File: src/rtl/cjt_pkg.sv
// Shared types and constants for the cron job table matcher.
// No dependencies; every other file imports this package.
`timescale 1ns / 1ps
`default_nettype none

package cjt_pkg;

    // Default number of job slots
    localparam int JOBS_DEF = 8;

    // Field widths
    localparam int OP_W     = 1;
    localparam int JIDX_W   = 3;
    localparam int WSEL_W   = 3;
    localparam int DATA_W   = 60;
    localparam int MINUTE_W = 6;
    localparam int HOUR_W   = 5;
    localparam int DOM_W    = 5;
    localparam int MONTH_W  = 4;
    localparam int WDAY_W   = 3;
    localparam int SECOND_W = 6;
    localparam int STAMP_W  = 32;
    localparam int WINDOW_W = 6;
    localparam int ACTION_W = 2;
    localparam int PIN_W    = 5;

    // Per-job set widths
    localparam int MIN_SET_W  = 60;
    localparam int HOUR_SET_W = 24;
    localparam int DAY_SET_W  = 31;
    localparam int MON_SET_W  = 12;
    localparam int WDAY_SET_W = 7;
    localparam int CTL_W      = 9;

    localparam logic [WINDOW_W-1:0] RUN_WINDOW_RST = 6'd5;

    // Item opcodes
    localparam logic [OP_W-1:0] OP_WRITE = 1'b0;
    localparam logic [OP_W-1:0] OP_TICK  = 1'b1;

    // Word selects
    localparam logic [WSEL_W-1:0] WS_MINUTE   = 3'd0;
    localparam logic [WSEL_W-1:0] WS_HOUR     = 3'd1;
    localparam logic [WSEL_W-1:0] WS_DAY      = 3'd2;
    localparam logic [WSEL_W-1:0] WS_MONTH    = 3'd3;
    localparam logic [WSEL_W-1:0] WS_WEEKDAY  = 3'd4;
    localparam logic [WSEL_W-1:0] WS_CONTROL  = 3'd5;
    localparam logic [WSEL_W-1:0] WS_LAST_RUN = 3'd6;

    // Control word layout
    localparam int CTL_ACTIVE_BIT = 0;
    localparam int CTL_ACTION_LSB = 1;
    localparam int CTL_PIN_LSB    = 3;
    localparam int CTL_VALUE_BIT  = 8;

    // Tick record travelling down the cell chain
    typedef struct packed {
        logic                valid;
        logic                en;       // second within window
        logic [MINUTE_W-1:0] minute;
        logic [HOUR_W-1:0]   hour;
        logic [DOM_W-1:0]    dom;
        logic [MONTH_W-1:0]  month;
        logic [WDAY_W-1:0]   wday;
        logic [STAMP_W-1:0]  epoch;
    } t_tick;

    // Job word write broadcast
    typedef struct packed {
        logic              we;
        logic [WSEL_W-1:0] sel;
        logic [DATA_W-1:0] data;
    } t_jwr;

    // Action fields of a job
    typedef struct packed {
        logic [ACTION_W-1:0] action;
        logic [PIN_W-1:0]    pin;
        logic                value;
    } t_act;

endpackage

`default_nettype wire

File: src/rtl/cjt_cell.sv
// One job slot of the matcher chain: job state, match logic, tick forward.
// Depends on cjt_pkg.
`timescale 1ns / 1ps
`default_nettype none

module cjt_cell
    import cjt_pkg::*;
(
    input  wire logic                i_clk,
    input  wire logic                i_rst_n,
    input  wire logic [WINDOW_W-1:0] i_run_window,
    input  wire t_tick               i_tk,
    output      t_tick               o_tk,
    input  wire t_jwr                i_wr,
    input  wire logic                i_clr,
    output      logic                o_fire,
    output      t_act                o_act
);

    logic [MIN_SET_W-1:0]  r_min;
    logic [HOUR_SET_W-1:0] r_hour;
    logic [DAY_SET_W-1:0]  r_day;
    logic [MON_SET_W-1:0]  r_mon;
    logic [WDAY_SET_W-1:0] r_wday;
    logic [CTL_W-1:0]      r_ctl;
    logic [STAMP_W-1:0]    r_last;
    logic                  r_fire;
    t_tick                 r_tk;

    logic                  hit_min, hit_hour, hit_day, hit_mon, hit_wday;
    logic [STAMP_W-1:0]    since;
    logic                  match;

    // Shifts past the set width read as zero: out-of-range values miss.
    assign hit_min  = |(r_min  & (MIN_SET_W'(1)  << i_tk.minute));
    assign hit_hour = |(r_hour & (HOUR_SET_W'(1) << i_tk.hour));
    assign hit_day  = (i_tk.dom != '0)
                    && |(r_day & (DAY_SET_W'(1) << (i_tk.dom - DOM_W'(1))));
    assign hit_mon  = (i_tk.month != '0)
                    && |(r_mon & (MON_SET_W'(1) << (i_tk.month - MONTH_W'(1))));
    assign hit_wday = |(r_wday & (WDAY_SET_W'(1) << i_tk.wday));

    assign since = i_tk.epoch - r_last;
    assign match = i_tk.en && r_ctl[CTL_ACTIVE_BIT]
                && hit_min && hit_hour && hit_day && hit_mon && hit_wday
                && (since > STAMP_W'(i_run_window));

    always_ff @(posedge i_clk) begin
        if (!i_rst_n) begin
            r_min  <= '0;
            r_hour <= '0;
            r_day  <= '0;
            r_mon  <= '0;
            r_wday <= '0;
            r_ctl  <= '0;
            r_last <= '0;
            r_fire <= 1'b0;
            r_tk   <= '0;
        end else begin
            r_tk <= i_tk;
            if (i_tk.valid) begin
                r_fire <= match;
                if (match) begin
                    r_last <= i_tk.epoch;
                end
            end else if (i_clr) begin
                r_fire <= 1'b0;
            end
            if (i_wr.we) begin
                unique case (i_wr.sel)
                    WS_MINUTE:   r_min  <= i_wr.data[MIN_SET_W-1:0];
                    WS_HOUR:     r_hour <= i_wr.data[HOUR_SET_W-1:0];
                    WS_DAY:      r_day  <= i_wr.data[DAY_SET_W-1:0];
                    WS_MONTH:    r_mon  <= i_wr.data[MON_SET_W-1:0];
                    WS_WEEKDAY:  r_wday <= i_wr.data[WDAY_SET_W-1:0];
                    WS_CONTROL:  r_ctl  <= i_wr.data[CTL_W-1:0];
                    WS_LAST_RUN: r_last <= i_wr.data[STAMP_W-1:0];
                    default: ;   // unused select
                endcase
            end
        end
    end

    assign o_tk         = r_tk;
    assign o_fire       = r_fire;
    assign o_act.action = r_ctl[CTL_ACTION_LSB +: ACTION_W];
    assign o_act.pin    = r_ctl[CTL_PIN_LSB +: PIN_W];
    assign o_act.value  = r_ctl[CTL_VALUE_BIT];

endmodule

`default_nettype wire

File: config.mk
export PLATFORM = sky130hd
export DESIGN_NAME = cjt_cell
export DESIGN_NICKNAME = d
export VERILOG_FILES = /design/src/rtl/cjt_pkg.sv /design/src/rtl/cjt_cell.sv
export SDC_FILE = /design/constraint.sdc
export NUM_CORES = 1
export LEC_CHECK = 0
export BUFFER_PORTS_ARGS = -buffer_cell sky130_fd_sc_hd__buf_4
export CELL_PAD_IN_SITES_DETAIL_PLACEMENT = 1
export CELL_PAD_IN_SITES_GLOBAL_PLACEMENT = 2
export CORE_AREA = 5 5 188 190
export CTS_BUF_LIST = sky130_fd_sc_hd__clkbuf_4
export CTS_CLUSTER_DIAMETER = 100
export DETAILED_ROUTE_END_ITERATION = 8
export DIE_AREA = 0 0 193 195
export GPL_TIMING_DRIVEN = 0
export PLACE_DENSITY_LB_ADDON = 0.1
export SLEW_MARGIN = 20
export SYNTH_ARGS = -nofsm -noshare
export SYNTH_HDL_FRONTEND = slang
export SYNTH_SLANG_ARGS = --single-unit
File: constraint.sdc
create_clock -name i_clk -period 12.6 [get_ports i_clk]
set_clock_uncertainty 0.1 [all_clocks]
set_input_delay 1.89 -clock i_clk [delete_from_list [all_inputs] [get_ports i_clk]]
set_output_delay 1.89 -clock i_clk [all_outputs]
set_load 0.05 [all_outputs]
==> results.json <==
{
  "setup_violations": 0,
  "cts.repair.resized": 0,
  "die_h_um": 195,
  "power_density_nw_per_um2": 121,
  "cts_buffer_depth": 3,
  "cp_top_family": "compound AO/OA/AOI/OAI gates",
  "row_count": 67,
  "finalMaxSlewViolations": 0,
  "initial_core_util_pct": 36.5,
  "syn_area_um2": 12100,
  "syn_area_per_cell_um2": 8.10,
  "tns_ps": 0,
  "gp_congestion": 0.853,
  "relSlewSlack_pct": 49.2,
  "clk_pin_slew_worst_paths_ps": 50,
  "postCtsSetupBuffers": 0,
  "crit_cells": 20,
  "ys_types": 73,
  "mostFrequentLayoutCell": "nand2_1",
  "final_cell_mix": "nand2_1 (322), dfxtp_1 (233), buf_4 (194)",
  "dp_hpwl_mm": 33.3,
  "final-hold-violation-count": 0,
  "ir_drop_uv": 58.7,
  "async_flop_share_pct": 0,
  "final_cell_area_um2": 14900,
  "placeableCoreArea_um2": 33300,
  "rsz0062_at_grt": "false",
  "first_pass_iters": 4,
  "r2r_start": "r_last[0]$_SDFF_PN0_",
  "ys_seq_area_share_pct": 38.4,
  "hp-class": "flip-flop to flip-flop",
  "grt_overflow": 0,
  "grt_pass1_vias": 12275,
  "timing.fmax_ghz": 0.160,
  "first_iter_violations": 506,
  "wl_per_cell_um": 19.3,
  "syn_to_final_growth_pct": 23.0,
  "synth_flop_cell": "dfxtp_1",
  "synth_fp_nets": 1666,
  "chipWidth_um": 193,
  "cp_slowest_cell": "o31ai_1",
  "crit_type": "input port to flip-flop",
  "max_cap_viol_count": 0,
  "route.vias.total": 11604,
  "fill_cells": 4124,
  "cts_max_level": 3,
  "port_buffers": 183,
  "synth_edf_count": 0,
  "antenna_found_initial": 1,
  "end_kind": "flip-flop",
  "ctsHoldBuffers": 0,
  "cp-start-kind": "input port",
  "multiInputGateArea_um2": 6760,
  "viasPerCell": 5.18,
  "fin_crit_sh_pct": 49.5,
  "grt_pass1_wl_mm": 67.6,
  "grt_max_degree": 11,
  "place_area_um2": 14100,
  "cts.sinks": 233,
  "worstPathMaxFanout": 10,
  "ys_ff_latch": 233,
  "num-nets-final": 1922,
  "critical_path_buf_inv_count": 3,
  "leakage_nw": 5.61,
  "worst_pin_slew_ps": 763,
  "r2r_cells": 18,
  "cp-startpoint": "i_tk[0]",
  "yosys_warnings": 0,
  "cp_common_cell": "ha_1",
  "post-route-min-period_ps": 6230,
  "cts-root-buf": "clkbuf_4",
  "synth_cells": 1498,
  "min-delay-start": "r_min[52]$_SDFFE_PN0P_",
  "cpPeakStageDelay_ps": 530,
  "crit_chain": "buf_4, inv_1, ha_1, fa_1, nor2b_1, o21a_1, nor2_1, xnor2_1, ha_1, o21ai_0, a21oi_1, o31ai_1, o311ai_0, a2111oi_1, o2111ai_1, nor4_1, a41oi_1, clkbuf_1, nor3b_1, nor3_1",
  "cts_tree": "yes",
  "ios": 196,
  "clock_latency_ps": 730,
  "seq_area_um2": 4660,
  "drcViolationCount": 0,
  "dieArea_um2": 37600,
  "worstPathRequired_ps": 13120,
  "ant_nets": 0,
  "grt_usage_pct": 22.7,
  "cts_buffers": 70,
  "status": "finished clean",
  "wirelength_mm": 43.3,
  "worstPathArrival_ps": 6750,
  "hold_depth": 2,
  "drive_above_1_share_pct": 20.2
}
## tightest hold or removal path, cell delays in order (launching register included)
cell and delay, ps:
dfxtp_1 300, nand2_1 50, a21boi_0 60
## cells in the mapped netlist, types with 4 or more instances
cell type | count | area [um2]
buf_2 | 10 | 50.1
a211oi_1 | 8 | 60.1
a311oi_1 | 4 | 35.0
buf_1 | 4 | 15.0
and3_1 | 10 | 62.6
or3_1 | 4 | 25.0
nor3b_1 | 31 | 233
nand2_1 | 322 | 1210
o311ai_0 | 7 | 61.3
dfxtp_1 | 233 | 4660
a22oi_1 | 7 | 52.6
mux2i_1 | 22 | 220
inv_1 | 55 | 206
nand3_1 | 29 | 145
xnor2_1 | 10 | 87.6
buf_4 | 10 | 75.1
a31oi_1 | 18 | 113
a21boi_0 | 139 | 1040
a21o_1 | 8 | 60.1
buf_6 | 5 | 56.3
and2_1 | 58 | 363
mux2_2 | 8 | 90.1
o211ai_1 | 7 | 52.6
a21oi_1 | 45 | 225
o21bai_1 | 7 | 52.6
nor2_1 | 43 | 161
nand3b_1 | 4 | 30.0
nor3_2 | 20 | 200
o2111ai_1 | 6 | 52.6
nand4_1 | 11 | 68.8
clkbuf_1 | 83 | 312
nor2b_1 | 26 | 163
nor4b_1 | 7 | 61.3
nand2b_1 | 9 | 56.3
o21a_1 | 6 | 45.0
nor3_1 | 59 | 295
o21ai_0 | 57 | 285
mux4_2 | 6 | 135
ha_1 | 37 | 463
a221oi_1 | 7 | 61.3
## power breakdown
| part | total [mW] | internal [mW] | switching [mW] |
|---|---|---|---|
| Sequential | 0.770 | 0.760 | 0.0103 |
| Combinational | 0.306 | 0.115 | 0.191 |
| Clock | 0.726 | 0.388 | 0.338 |
| Total | 1.80 | 1.26 | 0.540 |
## metal layers
layer  track usage, %  wire length (um)  up-vias
li1                 -                 -     5731
met1             29.0             19500     5573
met2             38.6             20900      238
met3             4.27              1890       62
met4             7.13               956        0
met5                0                 0        -
## metrics by stage
stage          utilization, %  hold slack, ps  power (mW)  setup slack, ps  std cells
3_3_place_gp             42.3             345        1.09             5680       2129
5_1_grt                  44.8             381        1.90             6220       2240
3_5_place_dp             42.3             357        1.09             5640       2130
4_1_cts                  44.8             365        1.83             6400       2239
6_report                 44.8             363        1.80             6370       2241
2_1_floorplan               -             339       0.970             7330       1498
## flip-flops by register name, indices dropped and copies added, names as in the netlist
register and count:
r_wday 7, o_fire 1, r_hour 24, r_min 60, r_mon 12, r_last 32
o_tk 57, r_ctl 9, r_day 31
## final timing paths
path	to	slack [ps]
min	r_min[52]$_SDFFE_PN0P_	360
max	r_last[25]$_SDFF_PN0_	6370
min reg2reg	r_min[52]$_SDFFE_PN0P_	360
max reg2reg	r_last[25]$_SDFF_PN0_	7360
## area by class of cell
class	count	share of cell area, %
Antenna cell	2	0.0335
Buffer	112	3.40
Clock buffer	96	4.83
Clock inverter	13	0.738
Inverter	56	1.41
Multi-Input combinational cell	1097	45.3
Sequential cell	233	31.3
Tap cell	448	3.76
Timing Repair Buffer	184	9.26
## cells by family after synthesis
kind of cell | after synthesis | synth area share [%]
flip-flops | 233 | 38.4
adder cells (fa/ha/maj) | 38 | 3.98
multiplexers | 36 | 3.67
AND/OR/NAND/NOR | 646 | 26.1
XOR/XNOR | 13 | 1.00
buffers and inverters | 168 | 5.92
AO/OA/AOI/OAI | 364 | 20.9
No activity file was read; power rests on OpenSTA's default activity.
